## src/hw/rtl/dhkv_pkg.sv

```systemverilog
package dhkv_pkg;

  // fixed field widths
  localparam int unsigned CMD_W      = 2;
  localparam int unsigned KEY_W      = 31;
  localparam int unsigned VAL_W      = 32;
  localparam int unsigned STATUS_W   = 2;
  localparam int unsigned SLOT_OUT_W = 5;

  typedef enum logic [CMD_W-1:0] {
    CMD_SEARCH = 2'd0,
    CMD_INSERT = 2'd1,
    CMD_REMOVE = 2'd2
  } cmd_e;

  typedef enum logic [STATUS_W-1:0] {
    ST_OK        = 2'd0,
    ST_NOT_FOUND = 2'd1,
    ST_FULL      = 2'd2
  } status_e;

  typedef enum logic [1:0] {
    SLOT_EMPTY    = 2'd0,
    SLOT_OCCUPIED = 2'd1,
    SLOT_DELETED  = 2'd2
  } slot_state_e;

  // one table entry as held in the slot memory
  typedef struct packed {
    slot_state_e           state;
    logic [KEY_W-1:0]      key;
    logic [VAL_W-1:0]      value;
  } entry_t;

endpackage

```

## src/hw/rtl/dhkv_cmd_if.sv

```systemverilog
interface dhkv_cmd_if;
  import dhkv_pkg::*;

  logic             valid;
  logic             ready;
  logic [CMD_W-1:0] command;
  logic [KEY_W-1:0] key;
  logic [VAL_W-1:0] value;

  modport source (output valid, output command, output key, output value, input ready);
  modport sink   (input valid, input command, input key, input value, output ready);
endinterface

```

## src/hw/rtl/dhkv_rsp_if.sv

```systemverilog
interface dhkv_rsp_if;
  import dhkv_pkg::*;

  logic                  valid;
  logic                  ready;
  logic [STATUS_W-1:0]   status;
  logic [VAL_W-1:0]      found_value;
  logic [SLOT_OUT_W-1:0] slot;

  modport source (output valid, output status, output found_value, output slot, input ready);
  modport sink   (input valid, input status, input found_value, input slot, output ready);
endinterface

```

## src/hw/rtl/dhkv_ram.sv

```systemverilog
module dhkv_ram #(
  parameter int unsigned WIDTH = 8,
  parameter int unsigned DEPTH = 16
) (
  input  logic                     clk_i,
  input  logic                     we_i,
  input  logic [$clog2(DEPTH)-1:0] waddr_i,
  input  logic [WIDTH-1:0]         wdata_i,
  input  logic [$clog2(DEPTH)-1:0] raddr_i,
  output logic [WIDTH-1:0]         rdata_o
);

  logic [WIDTH-1:0] mem_q [DEPTH];
  logic [WIDTH-1:0] rdata_q;

  always_ff @(posedge clk_i) begin
    if (we_i) begin
      mem_q[waddr_i] <= wdata_i;
    end
    rdata_q <= mem_q[raddr_i];
  end

  assign rdata_o = rdata_q;

endmodule

```

## src/hw/rtl/dhkv_mod_unit.sv

```systemverilog
module dhkv_mod_unit #(
  parameter int unsigned TABLE_SLOTS = 31
) (
  input  logic                           clk_i,
  input  logic                           rst_ni,
  input  logic                           start_i,
  input  logic [dhkv_pkg::KEY_W-1:0]     key_i,
  output logic                           done_o,
  output logic [$clog2(TABLE_SLOTS)-1:0] rem_m_o,
  output logic [$clog2(TABLE_SLOTS)-1:0] rem_m1_o
);
  import dhkv_pkg::*;

  localparam int unsigned RemW  = $clog2(TABLE_SLOTS);
  localparam int unsigned MulBW = 32;
  localparam int unsigned ProdW = KEY_W + MulBW;
  // rounded-up reciprocals, exact quotient for every key below 2**KEY_W
  localparam int unsigned ShM   = KEY_W + $clog2(TABLE_SLOTS);
  localparam int unsigned ShM1  = KEY_W + $clog2(TABLE_SLOTS - 1);
  localparam logic [63:0] RecipMWide  =
    ((64'd1 << ShM) + 64'(TABLE_SLOTS) - 64'd1) / 64'(TABLE_SLOTS);
  localparam logic [63:0] RecipM1Wide =
    ((64'd1 << ShM1) + 64'(TABLE_SLOTS) - 64'd2) / 64'(TABLE_SLOTS - 1);
  localparam logic [MulBW-1:0] RecipM  = RecipMWide[MulBW-1:0];
  localparam logic [MulBW-1:0] RecipM1 = RecipM1Wide[MulBW-1:0];
  localparam logic [MulBW-1:0] DivM    = MulBW'(TABLE_SLOTS);
  localparam logic [MulBW-1:0] DivM1   = MulBW'(TABLE_SLOTS - 1);

  typedef enum logic [2:0] {
    PH_IDLE,
    PH_QUO_M,
    PH_REM_M,
    PH_QUO_M1,
    PH_REM_M1
  } phase_e;

  phase_e              phase_q;
  logic                done_q;
  logic [KEY_W-1:0]    key_q;
  logic [KEY_W-1:0]    quo_q;
  logic [RemW-1:0]     rem_m_q;
  logic [RemW-1:0]     rem_m1_q;

  // shared multiplier
  logic [KEY_W-1:0]    mul_a;
  logic [MulBW-1:0]    mul_b;
  logic [ProdW-1:0]    prod;
  logic [KEY_W-1:0]    diff;

  // operand select: key times reciprocal, then quotient times divisor
  always_comb begin
    case (phase_q)
      PH_QUO_M: begin
        mul_a = key_q;
        mul_b = RecipM;
      end
      PH_REM_M: begin
        mul_a = quo_q;
        mul_b = DivM;
      end
      PH_QUO_M1: begin
        mul_a = key_q;
        mul_b = RecipM1;
      end
      PH_REM_M1: begin
        mul_a = quo_q;
        mul_b = DivM1;
      end
      default: begin
        mul_a = key_q;
        mul_b = '0;
      end
    endcase
  end

  assign prod = ProdW'(mul_a) * ProdW'(mul_b);
  // quotient times divisor never exceeds the key
  assign diff = key_q - prod[KEY_W-1:0];

  always_ff @(posedge clk_i or negedge rst_ni) begin
    if (!rst_ni) begin
      phase_q  <= PH_IDLE;
      done_q   <= 1'b0;
      key_q    <= '0;
      quo_q    <= '0;
      rem_m_q  <= '0;
      rem_m1_q <= '0;
    end else if (start_i) begin
      phase_q <= PH_QUO_M;
      done_q  <= 1'b0;
      key_q   <= key_i;
    end else begin
      done_q <= (phase_q == PH_REM_M1);
      case (phase_q)
        PH_QUO_M: begin
          quo_q   <= KEY_W'(prod >> ShM);
          phase_q <= PH_REM_M;
        end
        PH_REM_M: begin
          rem_m_q <= diff[RemW-1:0];
          phase_q <= PH_QUO_M1;
        end
        PH_QUO_M1: begin
          quo_q   <= KEY_W'(prod >> ShM1);
          phase_q <= PH_REM_M1;
        end
        PH_REM_M1: begin
          rem_m1_q <= diff[RemW-1:0];
          phase_q  <= PH_IDLE;
        end
        default: begin
          phase_q <= PH_IDLE;
        end
      endcase
    end
  end

  assign done_o   = done_q;
  assign rem_m_o  = rem_m_q;
  assign rem_m1_o = rem_m1_q;

endmodule

```

## src/hw/rtl/double_hash_key_value_table_top.sv

```systemverilog
// sequence: command transfer, remainder unit, then per probe p (1..slots) a slot read and a check,
// then the output register; insert on a full table and the unused command skip hash and probes
// throughput: one command at a time, the next taken only once the output register is loaded;
// the 4-pass remainder unit on one shared multiplier and the probe walk set the pace
// reset: async active low; then a clearing pass writes each of the TABLE_SLOTS slots empty,
// during which no command is taken
module double_hash_key_value_table_top #(
  parameter int unsigned TABLE_SLOTS = 31
) (
  input logic        clk_i,
  input logic        rst_ni,
  dhkv_cmd_if.sink   cmd_i,
  dhkv_rsp_if.source rsp_o
);
  import dhkv_pkg::*;

  localparam int unsigned SlotW  = $clog2(TABLE_SLOTS);
  localparam int unsigned CntW   = $clog2(TABLE_SLOTS + 1);
  localparam int unsigned EntryW = $bits(entry_t);
  localparam logic [SlotW-1:0] LastSlot  = SlotW'(TABLE_SLOTS - 1);
  localparam logic [SlotW:0]   SlotsWide = (SlotW + 1)'(TABLE_SLOTS);
  localparam logic [CntW-1:0]  FullCount = CntW'(TABLE_SLOTS);

  typedef enum logic [2:0] {
    S_CLEAR,
    S_IDLE,
    S_HASH,
    S_READ,
    S_CHECK,
    S_DONE
  } state_e;

  // sequencer state
  state_e            state_q;
  logic [SlotW-1:0]  clr_q;
  logic [CntW-1:0]   count_q;

  // command being worked on
  logic [CMD_W-1:0]  cmd_q;
  logic [KEY_W-1:0]  key_q;
  logic [VAL_W-1:0]  val_q;

  // probe walk
  logic [SlotW-1:0]  h_q;
  logic [SlotW-1:0]  step_q;
  logic [SlotW-1:0]  probe_q;
  logic              have_free_q;
  logic [SlotW-1:0]  free_q;

  // finished result, then the output register
  status_e           res_status_q;
  logic [VAL_W-1:0]  res_value_q;
  logic [SlotW-1:0]  res_slot_q;
  logic              rsp_valid_q;
  status_e           rsp_status_q;
  logic [VAL_W-1:0]  rsp_value_q;
  logic [SlotW-1:0]  rsp_slot_q;

  // remainder unit
  logic              cmd_xfer;
  logic              hash_done;
  logic [SlotW-1:0]  rem_m;
  logic [SlotW-1:0]  rem_m1;

  // slot memory
  logic              ram_we;
  logic [SlotW-1:0]  ram_waddr;
  entry_t            ram_wdata;
  logic [EntryW-1:0] ram_rdata;
  entry_t            rd;

  // check-stage decisions
  logic              fin;
  status_e           fin_status;
  logic [VAL_W-1:0]  fin_value;
  logic [SlotW-1:0]  fin_slot;
  logic              cnt_inc;
  logic              cnt_dec;
  logic              note_free;
  logic [SlotW:0]    next_sum;
  logic [SlotW-1:0]  next_h;

  assign cmd_xfer = cmd_i.valid && cmd_i.ready;
  assign rd       = entry_t'(ram_rdata);

  dhkv_mod_unit #(
    .TABLE_SLOTS(TABLE_SLOTS)
  ) u_mod_unit (
    .clk_i    (clk_i),
    .rst_ni   (rst_ni),
    .start_i  (cmd_xfer),
    .key_i    (cmd_i.key),
    .done_o   (hash_done),
    .rem_m_o  (rem_m),
    .rem_m1_o (rem_m1)
  );

  dhkv_ram #(
    .WIDTH(EntryW),
    .DEPTH(TABLE_SLOTS)
  ) u_slot_ram (
    .clk_i   (clk_i),
    .we_i    (ram_we),
    .waddr_i (ram_waddr),
    .wdata_i (ram_wdata),
    .raddr_i (h_q),
    .rdata_o (ram_rdata)
  );

  // next probe slot: both terms below the slot count, one subtract at most
  always_comb begin
    next_sum = {1'b0, h_q} + {1'b0, step_q};
    if (next_sum >= SlotsWide) begin
      next_sum = next_sum - SlotsWide;
    end
    next_h = next_sum[SlotW-1:0];
  end

  // check stage: look at the slot just read and decide
  always_comb begin
    ram_we     = 1'b0;
    ram_waddr  = h_q;
    ram_wdata  = '{state: SLOT_OCCUPIED, key: key_q, value: val_q};
    fin        = 1'b0;
    fin_status = ST_NOT_FOUND;
    fin_value  = '0;
    fin_slot   = '0;
    cnt_inc    = 1'b0;
    cnt_dec    = 1'b0;
    note_free  = 1'b0;
    if (state_q == S_CLEAR) begin
      // clearing pass after reset
      ram_we    = 1'b1;
      ram_waddr = clr_q;
      ram_wdata = '{state: SLOT_EMPTY, key: '0, value: '0};
    end else if (state_q == S_CHECK) begin
      case (cmd_q)
        CMD_SEARCH, CMD_REMOVE: begin
          if (rd.state == SLOT_EMPTY) begin
            fin = 1'b1;
          end else if (rd.state == SLOT_OCCUPIED && rd.key == key_q) begin
            fin        = 1'b1;
            fin_status = ST_OK;
            fin_slot   = h_q;
            if (cmd_q == CMD_SEARCH) begin
              fin_value = rd.value;
            end else begin
              // tombstone keeps other probe chains intact
              ram_we          = 1'b1;
              ram_wdata.state = SLOT_DELETED;
              ram_wdata.value = '0;
              cnt_dec         = 1'b1;
            end
          end else if (probe_q == LastSlot) begin
            fin = 1'b1;
          end
        end
        CMD_INSERT: begin
          if (rd.state == SLOT_OCCUPIED && rd.key == key_q) begin
            // update in place
            fin        = 1'b1;
            fin_status = ST_OK;
            fin_slot   = h_q;
            ram_we     = 1'b1;
          end else if (rd.state == SLOT_EMPTY || (probe_q == LastSlot &&
                       (have_free_q || rd.state == SLOT_DELETED))) begin
            // place at first free slot seen on the chain
            fin        = 1'b1;
            fin_status = ST_OK;
            fin_slot   = have_free_q ? free_q : h_q;
            ram_we     = 1'b1;
            ram_waddr  = have_free_q ? free_q : h_q;
            cnt_inc    = 1'b1;
          end else if (probe_q == LastSlot) begin
            fin        = 1'b1;
            fin_status = ST_FULL;
          end else begin
            note_free = !have_free_q && rd.state == SLOT_DELETED;
          end
        end
        default: begin
          fin = 1'b1;
        end
      endcase
    end
  end

  // sequencer and registered outputs
  always_ff @(posedge clk_i or negedge rst_ni) begin
    if (!rst_ni) begin
      state_q      <= S_CLEAR;
      clr_q        <= '0;
      count_q      <= '0;
      cmd_q        <= '0;
      key_q        <= '0;
      val_q        <= '0;
      h_q          <= '0;
      step_q       <= '0;
      probe_q      <= '0;
      have_free_q  <= 1'b0;
      free_q       <= '0;
      res_status_q <= ST_NOT_FOUND;
      res_value_q  <= '0;
      res_slot_q   <= '0;
      rsp_valid_q  <= 1'b0;
      rsp_status_q <= ST_NOT_FOUND;
      rsp_value_q  <= '0;
      rsp_slot_q   <= '0;
    end else begin
      // a finished result refills the output register, a response transfer frees it
      if (state_q == S_DONE && (!rsp_valid_q || rsp_o.ready)) begin
        rsp_valid_q <= 1'b1;
      end else if (rsp_valid_q && rsp_o.ready) begin
        rsp_valid_q <= 1'b0;
      end
      case (state_q)
        S_CLEAR: begin
          clr_q <= clr_q + 1'b1;
          if (clr_q == LastSlot) begin
            state_q <= S_IDLE;
          end
        end
        S_IDLE: begin
          if (cmd_i.valid) begin
            cmd_q        <= cmd_i.command;
            key_q        <= cmd_i.key;
            val_q        <= cmd_i.value;
            probe_q      <= '0;
            have_free_q  <= 1'b0;
            res_status_q <= ST_NOT_FOUND;
            res_value_q  <= '0;
            res_slot_q   <= '0;
            if (cmd_i.command == CMD_INSERT && count_q >= FullCount) begin
              // full table refuses inserts, even updates
              res_status_q <= ST_FULL;
              state_q      <= S_DONE;
            end else if (cmd_i.command inside {CMD_SEARCH, CMD_INSERT, CMD_REMOVE}) begin
              state_q <= S_HASH;
            end else begin
              state_q <= S_DONE;
            end
          end
        end
        S_HASH: begin
          if (hash_done) begin
            h_q     <= rem_m;
            step_q  <= rem_m1 + 1'b1;
            state_q <= S_READ;
          end
        end
        S_READ: begin
          state_q <= S_CHECK;
        end
        S_CHECK: begin
          if (fin) begin
            res_status_q <= fin_status;
            res_value_q  <= fin_value;
            res_slot_q   <= fin_slot;
            if (cnt_inc) begin
              count_q <= count_q + 1'b1;
            end else if (cnt_dec && count_q != '0) begin
              count_q <= count_q - 1'b1;
            end
            state_q <= S_DONE;
          end else begin
            if (note_free) begin
              have_free_q <= 1'b1;
              free_q      <= h_q;
            end
            h_q     <= next_h;
            probe_q <= probe_q + 1'b1;
            state_q <= S_READ;
          end
        end
        S_DONE: begin
          if (!rsp_valid_q || rsp_o.ready) begin
            rsp_status_q <= res_status_q;
            rsp_value_q  <= res_value_q;
            rsp_slot_q   <= res_slot_q;
            state_q      <= S_IDLE;
          end
        end
        default: begin
          state_q <= S_IDLE;
        end
      endcase
    end
  end

  assign cmd_i.ready       = (state_q == S_IDLE);
  assign rsp_o.valid       = rsp_valid_q;
  assign rsp_o.status      = rsp_status_q;
  assign rsp_o.found_value = rsp_value_q;
  assign rsp_o.slot        = SLOT_OUT_W'(rsp_slot_q);

endmodule

```

## src/flat_wrapper.sv

```systemverilog
// flat-port wrapper written by rule: the top's interface ports become plain ports
module double_hash_key_value_table_top_flat import dhkv_pkg::*;
#(
  parameter int unsigned TABLE_SLOTS = 31
)
  (clk_i, rst_ni, cmd_i_valid, cmd_i_command, cmd_i_key, cmd_i_value, cmd_i_ready, rsp_o_valid, rsp_o_status, rsp_o_found_value, rsp_o_slot, rsp_o_ready);
  dhkv_cmd_if cmd_i_i ();
  dhkv_rsp_if rsp_o_i ();
  input logic clk_i;
  input logic rst_ni;
  input wire logic [$bits(cmd_i_i.valid)-1:0] cmd_i_valid;
  input wire logic [$bits(cmd_i_i.command)-1:0] cmd_i_command;
  input wire logic [$bits(cmd_i_i.key)-1:0] cmd_i_key;
  input wire logic [$bits(cmd_i_i.value)-1:0] cmd_i_value;
  output wire logic [$bits(cmd_i_i.ready)-1:0] cmd_i_ready;
  output wire logic [$bits(rsp_o_i.valid)-1:0] rsp_o_valid;
  output wire logic [$bits(rsp_o_i.status)-1:0] rsp_o_status;
  output wire logic [$bits(rsp_o_i.found_value)-1:0] rsp_o_found_value;
  output wire logic [$bits(rsp_o_i.slot)-1:0] rsp_o_slot;
  input wire logic [$bits(rsp_o_i.ready)-1:0] rsp_o_ready;
  assign cmd_i_i.valid = cmd_i_valid;
  assign cmd_i_i.command = cmd_i_command;
  assign cmd_i_i.key = cmd_i_key;
  assign cmd_i_i.value = cmd_i_value;
  assign cmd_i_ready = cmd_i_i.ready;
  assign rsp_o_valid = rsp_o_i.valid;
  assign rsp_o_status = rsp_o_i.status;
  assign rsp_o_found_value = rsp_o_i.found_value;
  assign rsp_o_slot = rsp_o_i.slot;
  assign rsp_o_i.ready = rsp_o_ready;
  double_hash_key_value_table_top #(.TABLE_SLOTS(TABLE_SLOTS)) u_core (.clk_i(clk_i), .rst_ni(rst_ni), .cmd_i(cmd_i_i), .rsp_o(rsp_o_i));
endmodule
```

## config.mk

```make
export PLATFORM = sky130hd
export DESIGN_NAME = double_hash_key_value_table_top_flat
export DESIGN_NICKNAME = d
export VERILOG_FILES = /design/src/hw/rtl/dhkv_pkg.sv /design/src/hw/rtl/dhkv_cmd_if.sv /design/src/hw/rtl/dhkv_rsp_if.sv /design/src/hw/rtl/dhkv_ram.sv /design/src/hw/rtl/dhkv_mod_unit.sv /design/src/hw/rtl/double_hash_key_value_table_top.sv /design/src/flat_wrapper.sv
export SDC_FILE = /design/constraint.sdc
export NUM_CORES = 2
export LEC_CHECK = 0
export BUFFER_PORTS_ARGS = -buffer_cell sky130_fd_sc_hd__buf_2
export CAP_MARGIN = 20
export CORE_ASPECT_RATIO = 0.6
export CORE_UTILIZATION = 40
export CTS_CLUSTER_DIAMETER = 50
export CTS_CLUSTER_SIZE = 30
export DETAILED_ROUTE_END_ITERATION = 10
export GPL_ROUTABILITY_DRIVEN = 0
export PLACE_DENSITY_LB_ADDON = 0.08
export SYNTH_ARGS = -nofsm -noshare
export SYNTH_HDL_FRONTEND = slang
export SYNTH_SLANG_ARGS = --single-unit
```

## constraint.sdc

```tcl
create_clock -name clk_i -period 12.15 [get_ports clk_i]
set_input_delay 1.215 -clock clk_i [delete_from_list [all_inputs] [get_ports clk_i]]
set_output_delay 1.215 -clock clk_i [all_outputs]
set_load 0.05 [all_outputs]
```

======== Word-level counts from Yosys, hierarchy flattened ========
Memory sizes are Yosys's and may differ from the RTL's. A register that Yosys moved wholly into a read port is not among the register bits.
Cells that the tools add are included.
W data, S select, Z words.
storage, ports and cells
  output and inout bits ................... 41
  logic and storage cells ................. 207
  memories ................................ 1
  register bits ........................... 250
  RAM bits ................................ 2,015
memories
  memory                   depth  bits a word  read ports  clocked after Yosys merged registers in  wr ports  line            source
  u_core.u_slot_ram.mem_q  31     65           1           1                                        1         dhkv_ram.sv:13  logic [WIDTH-1:0] mem_q [DEPTH];
operators by class
  order comparisons ....................... 2
  reductions and logical operators ........ 39
  bitwise operators ....................... 2
  multipliers ............................. 1
  multiplexer cells ....................... 105
  add/sub/neg operators ................... 8
  equal/unequal tests ..................... 25
operators by type and width
  cell                   number
  $mux W32               13
  $pmux W32 S4           1
  $mux W5                19
  $pmux W32 S2           1
  $mul A31 B32 Y63       1
  $mux W31               2
  $pmux W5 S2            4
  $mux W1                36
  $eq A31 B31 Y1         1
  $mux W2                14
  $mux W3                8
  $add A5 B1 Y5 const B  4
  $pmux W3 S6            1
  $reduce_and A3 Y1      5
  $eq A3 B2 Y1 const B   4
  $reduce_and A2 Y1      6
  $eq A5 B5 Y1 const B   2
  $ne A2 B2 Y1 const B   5
  $eq A3 B3 Y1 const B   3
  $pmux W3 S3            1
  $logic_and A1 B1 Y1    8
  $pmux W2 S2            2
  $reduce_and A4 Y1      2
  $reduce_bool A2 Y1     4
  other kinds (19)       35

======== Logic depth before layout (Yosys ltp) ========
  word-level depth ........................ 12
  gate-level depth with buffers ........... 33

======== Modules after synthesis ========
A second synthesis with hierarchy kept.
second synthesis, totals
  cells, all modules ...................... 6,722
  area total of the unflattened synthesis .. 107,904.7 um^2
modules (own cells, without submodules)
  module                           area each (um^2)  instances  cells each  seq. area each (um^2)
  dhkv_ram                         77,904.7          1          3,616       61,809.3
  dhkv_mod_unit                    21,425.5          1          2,270       1,801.7
  double_hash_key_value_table_top  8,574.5           1          836         4,456.8

======== Worst setup path after synthesis ========
No wires, ideal clock.
  path kind ............................... flip-flop to flip-flop
  start point ............................. register u_core.u_mod_unit.phase_q[2]
  end point ............................... register u_core.u_mod_unit.quo_q[26]
  stages on the path, launching flop included .. 32
  buffers on the path ..................... 2
  data arrival time ....................... 7,470 ps
  path slack .............................. 4,611 ps
  cells stage by stage .................... dfrtp_1 clkbuf_1 xor2_1 nor2b_1 clkbuf_1 nand2_1 inv_1 a21oi_1 or2_2 fa_1 inv_1 ha_1 fa_1 inv_1 fa_1 inv_1 fa_1 fa_1 fa_1 inv_1 fa_1 inv_1 ha_1 nand2_1 nor4_1 nand3_1 o21ai_0 nor3_1 o2111ai_1 nand2_1 or4_1 nand3_1
between the ends
  word-level cells in the longest chain between the ends .. 4
  elaborated cells between the ends (all ways) .. 10
  those cells by class .................... mul: 1; eq/ne: 4; mux: 2; reduce/logical: 3
ends and longest elaborated chain
  item                                          line                  source
  start, declared                               dhkv_mod_unit.sv:37   phase_e phase_q;
  start signal, assigned                        dhkv_mod_unit.sv:82   phase_q <= PH_IDLE;
  start signal, assigned                        dhkv_mod_unit.sv:89   phase_q <= PH_QUO_M;
  start signal, assigned                        dhkv_mod_unit.sv:97   phase_q <= PH_REM_M;
  $eq A3 B3 Y1 or $eq A3 B2 Y1 (tied branches)  dhkv_mod_unit.sv:52   case (phase_q)
  $reduce_or A2 Y1 (no line)                    n/a
  $mux W31                                      dhkv_mod_unit.sv:52
  $mul A31 B32 Y63                              dhkv_mod_unit.sv:76   assign prod = ProdW'(mul_a) * ProdW'(mul_b);
  end signal, assigned                          dhkv_mod_unit.sv:96   quo_q <= KEY_W'(prod >> ShM);
  end signal, assigned                          dhkv_mod_unit.sv:104  quo_q <= KEY_W'(prod >> ShM1);
  end, declared                                 dhkv_mod_unit.sv:40   logic [KEY_W-1:0] quo_q;
Parallel ways exist; a longest one is shown, timed or not.
A chain may end at the register's enable or synchronous reset.

======== Worst setup path after layout ========
  start point ............................. register u_core.u_mod_unit.phase_q[1]
  end point ............................... register u_core.u_mod_unit.quo_q[20]
The elaborated chain is that of the path after synthesis.

==> run summary <==
Outcome = finished, final reports clean
Clock network latency to the later pin of the worst-skew pair = 0.88 ns
CP most frequent cell = sky130_fd_sc_hd__fa_1
Number of I/O port buffers = 109
Layout cells sized above 1 = 0.210
Maximum clock frequency = 105 MHz
Number of enable flip-flop cells after synthesis = 2015
Max Transition Viols Final = 0
Leading cell types in the layout, fill and taps excluded = sky130_fd_sc_hd__edfxtp_1 (2015), sky130_fd_sc_hd__inv_1 (590), sky130_fd_sc_hd__mux4_2 (585)
Number of rows in the core area = 146
Buffer and inverter count on the worst path = 3
Starting Density = 0.402
Number of warnings issued by yosys = 0
Count of placed standard cells in the final layout, fillers left out = 9975
DR WL/cell = 31.7 um
Finish-stage setup viols = 0
Clock tree from TritonCTS = done
Clock buffers created by TritonCTS = 159
Total DRC errors in the routed layout = 0
Antenna Violating Nets Remaining = 0
Max clock buf depth = 4
Max incr delay on CP = 0.86 ns
Proportion of netlist area held by the largest area contributor = 0.570
Core region area = 264000 um^2
Crit path max-delay cell type = sky130_fd_sc_hd__a221oi_1
Hold Violations, Final = 0
Count of cell types in the netlist = 73
Initial antenna violation count = 8
Clock skew = 0.0651 ns
Horiz. Die Dim = 667 um
First DRT Iteration DRCs = 5845
Global routing usage summed across all routing layers = 0.236
Die Area = 267000 um^2
Worst-path clk slew = 0.09 ns
Number of gates resized after cts = 0
P_leak = 44.0 nW
Fin crit share = 0.785
Fraction of registers with async set or reset after synthesis = 0.0953
Slew margin rel. = 0.237
H-tree depth = 4
Setup TNS = 0 ns
DP Wirelength = 192000 um
Num ports = 110
Kind of path behind the tightest hold check = in2async
Time the final worst path needs with I/O delays and setup = 9.54 ns
Max-cap violation count = 0
Via density per instance = 5.57
WP data required = 12.87 ns
Placed cells = 9663
Post-Route WL = 317000 um
Peak ir drop on the vdd network = 392 uV
Area added between synthesis and finish = 11.1%
RSZ-0062 raised after global routing = false
Root Buffer Master = sky130_fd_sc_hd__clkbuf_16
Average instance area after synthesis = 17.4 um^2
# nets final = 7194
Number of buffers inserted by hold repair at cts = 0
Register bit count reported by yosys = 2299
Critical path capture point type = register
Power density over cell area = 306 nW/um^2
Largest net degree at the start of global routing = 107
Pin slew with the least headroom to its limit = 1.14 ns
Wire length of the first global-routing pass = 444000 um
Most frequent standard cell in the layout excluding fill and tap cells = sky130_fd_sc_hd__edfxtp_1
Worst setup path category = reg2reg
Cell area after synthesis = 106000 um^2
Worst path arrival time = 10.26 ns
Critical Path Start Type = register
Sum of overflow across all layers after global routing = 0
Worst path top cell family by delay = adder cells
Cells after synthesis = 6102
Total of fill cells in the finished design = 22962
Largest fanout on the critical path = 29
Overall via count from detail_route = 55529
Largest cells by area after synthesis = sky130_fd_sc_hd__edfxtp_1 (57%), sky130_fd_sc_hd__mux4_2 (12%), sky130_fd_sc_hd__fa_1 (7.0%), sky130_fd_sc_hd__ha_1 (5.4%), sky130_fd_sc_hd__dfrtp_1 (5.1%)
Clock sink count = 2299
Dominant synthesized flop cell = sky130_fd_sc_hd__edfxtp_1
Via count of the first global-routing pass = 55552
Post-CTS setup buffer count = 0
Library cell occupying the most area in the post-synthesis netlist = sky130_fd_sc_hd__edfxtp_1
Number of iterations in the first detailed-routing pass = 5
Die height = 401 um
Sequential element share of the synthesized area = 0.634
Setup slack, reg-to-reg = 2.61 ns
-- power breakdown --
| group | switching, mW | total (mW) | internal, mW |
|---|---|---|---|
| clock network | 3.16 | 5.92 | 2.75 |
| registers | 0.687 | 11.5 | 10.8 |
| logic | 11.5 | 18.6 | 7.06 |
-- through the flow --
stage / hold WS, ns / total power [mW] / cell area, um^2 / setup WS (ns) / utilization
6_report: 0.310 / 36.0 / 118000 / 2.61 / 0.447
2_1_floorplan: 0.427 / 23.2 / 106000 / 4.61 / -
5_1_grt: 0.321 / 38.2 / 118000 / 2.39 / 0.447
3_3_place_gp: 0.433 / 29.9 / 112000 / 2.97 / 0.424
4_1_cts: 0.295 / 36.0 / 117000 / 2.94 / 0.445
3_5_place_dp: 0.435 / 29.9 / 112000 / 2.97 / 0.424
-- logic make-up (layout without fill, tap and decap cells) --
logic type               Yosys count  after routing  synth area share
multiplexers                     782            782             0.144
XOR/XNOR                          83             83           0.00685
buffers and inverters            838           1152            0.0298
adder cells (fa/ha/maj)          827            827             0.124
other                              2              9         0.0000708
AO/OA/AOI/OAI                    401            401            0.0232
AND/OR/NAND/NOR                  870            870            0.0380
flip-flops                      2299           2299             0.634
-- flip-flops by register name, indices dropped and copies added, names as in the netlist, 27 cells and up --
signal	count
u_core.res_value_q	32
u_core.rsp_o.found_value	32
u_core.u_slot_ram.mem_q	2015
u_core.u_mod_unit.quo_q	27
u_core.val_q	32
u_core.u_slot_ram.rdata_o	65
u_core.u_mod_unit.key_q	30
-- Yosys cell counts (4+ instances only) --
| library cell | n |
|---|---|
| sky130_fd_sc_hd__dfxtp_1 | 65 |
| sky130_fd_sc_hd__a21o_1 | 32 |
| sky130_fd_sc_hd__o31ai_1 | 4 |
| sky130_fd_sc_hd__or2_2 | 19 |
| sky130_fd_sc_hd__nor2_1 | 133 |
| sky130_fd_sc_hd__clkbuf_1 | 201 |
| sky130_fd_sc_hd__nand3b_1 | 5 |
| sky130_fd_sc_hd__mux2i_1 | 76 |
| sky130_fd_sc_hd__dfrtp_1 | 217 |
| sky130_fd_sc_hd__inv_1 | 590 |
| sky130_fd_sc_hd__nand4_1 | 28 |
| sky130_fd_sc_hd__nor3_1 | 16 |
| sky130_fd_sc_hd__mux4_2 | 585 |
| sky130_fd_sc_hd__xnor2_1 | 29 |
| sky130_fd_sc_hd__mux2_2 | 118 |
| sky130_fd_sc_hd__nand3_1 | 25 |
| sky130_fd_sc_hd__buf_1 | 38 |
| sky130_fd_sc_hd__o211ai_1 | 9 |
| sky130_fd_sc_hd__buf_2 | 9 |
| sky130_fd_sc_hd__a211o_1 | 4 |
| sky130_fd_sc_hd__nand2b_1 | 22 |
| sky130_fd_sc_hd__nor2b_1 | 54 |
| sky130_fd_sc_hd__a21oi_1 | 104 |
| sky130_fd_sc_hd__a22oi_1 | 5 |
| sky130_fd_sc_hd__ha_1 | 458 |
| sky130_fd_sc_hd__edfxtp_1 | 2015 |
| sky130_fd_sc_hd__o21bai_1 | 9 |
| sky130_fd_sc_hd__a22o_1 | 32 |
| sky130_fd_sc_hd__or4_1 | 4 |
| sky130_fd_sc_hd__a31oi_1 | 10 |
| sky130_fd_sc_hd__a211oi_1 | 6 |
| sky130_fd_sc_hd__nor4_1 | 25 |
| sky130_fd_sc_hd__and3_1 | 31 |
| sky130_fd_sc_hd__o21ai_0 | 147 |
| sky130_fd_sc_hd__nand2_1 | 424 |
| sky130_fd_sc_hd__and2_1 | 67 |
| sky130_fd_sc_hd__fa_1 | 369 |
| sky130_fd_sc_hd__xor2_1 | 54 |
-- worst register-to-register path: cells and delay by family (launching register included) --
| kind | cells | cell delay (ns) |
|---|---|---|
| adder cells (fa/ha/maj) | 9 | 3.88 |
| XOR/XNOR | 2 | 0.38 |
| buffers and inverters | 3 | 0.38 |
| AO/OA/AOI/OAI | 8 | 3.11 |
| flip-flops | 1 | 0.55 |
| AND/OR/NAND/NOR | 5 | 1.13 |
-- metal layers --
layer  vias up  share of wire  wire length (um)  global-route usage
li1      23363              -                 -                   -
met1     30195           0.50            158000               0.389
met2      1750           0.42            132000               0.327
met3       221          0.071             22500              0.0495
met4         0          0.012              3950              0.0308
met5         -              0                 0                   0
-- layout make-up --
class,count,area (um^2),share of cell area
Antenna cell,1,2.50,0.0000212
Inverter,590,2210,0.0188
Clock inverter,107,1410,0.0120
Multi-Input combinational cell,2971,36000,0.306
Clock buffer,178,4190,0.0355
Timing Repair Buffer,277,2240,0.0190
Sequential cell,2299,67300,0.571
Tap cell,3552,4440,0.0377
-- path summary, 6_finish.rpt --
path | from | endpoint | cells past startpoint
worst max-delay path | u_core.u_mod_unit.phase_q[1] | u_core.u_mod_unit.quo_q[20] | 27
worst min-delay path | rst_ni | u_core.u_mod_unit.key_q[12] | 1
worst max register to register | u_core.u_mod_unit.phase_q[1] | u_core.u_mod_unit.quo_q[20] | 27
max in group asynchronous | rst_ni | u_core.val_q[5] | 3
worst min register to register | u_core.u_slot_ram.rdata_o[23] | u_core.res_value_q[23] | 1
min in group clk_i | u_core.u_slot_ram.rdata_o[23] | u_core.res_value_q[23] | 1
Note: power is estimated with default switching activity, not from simulation.
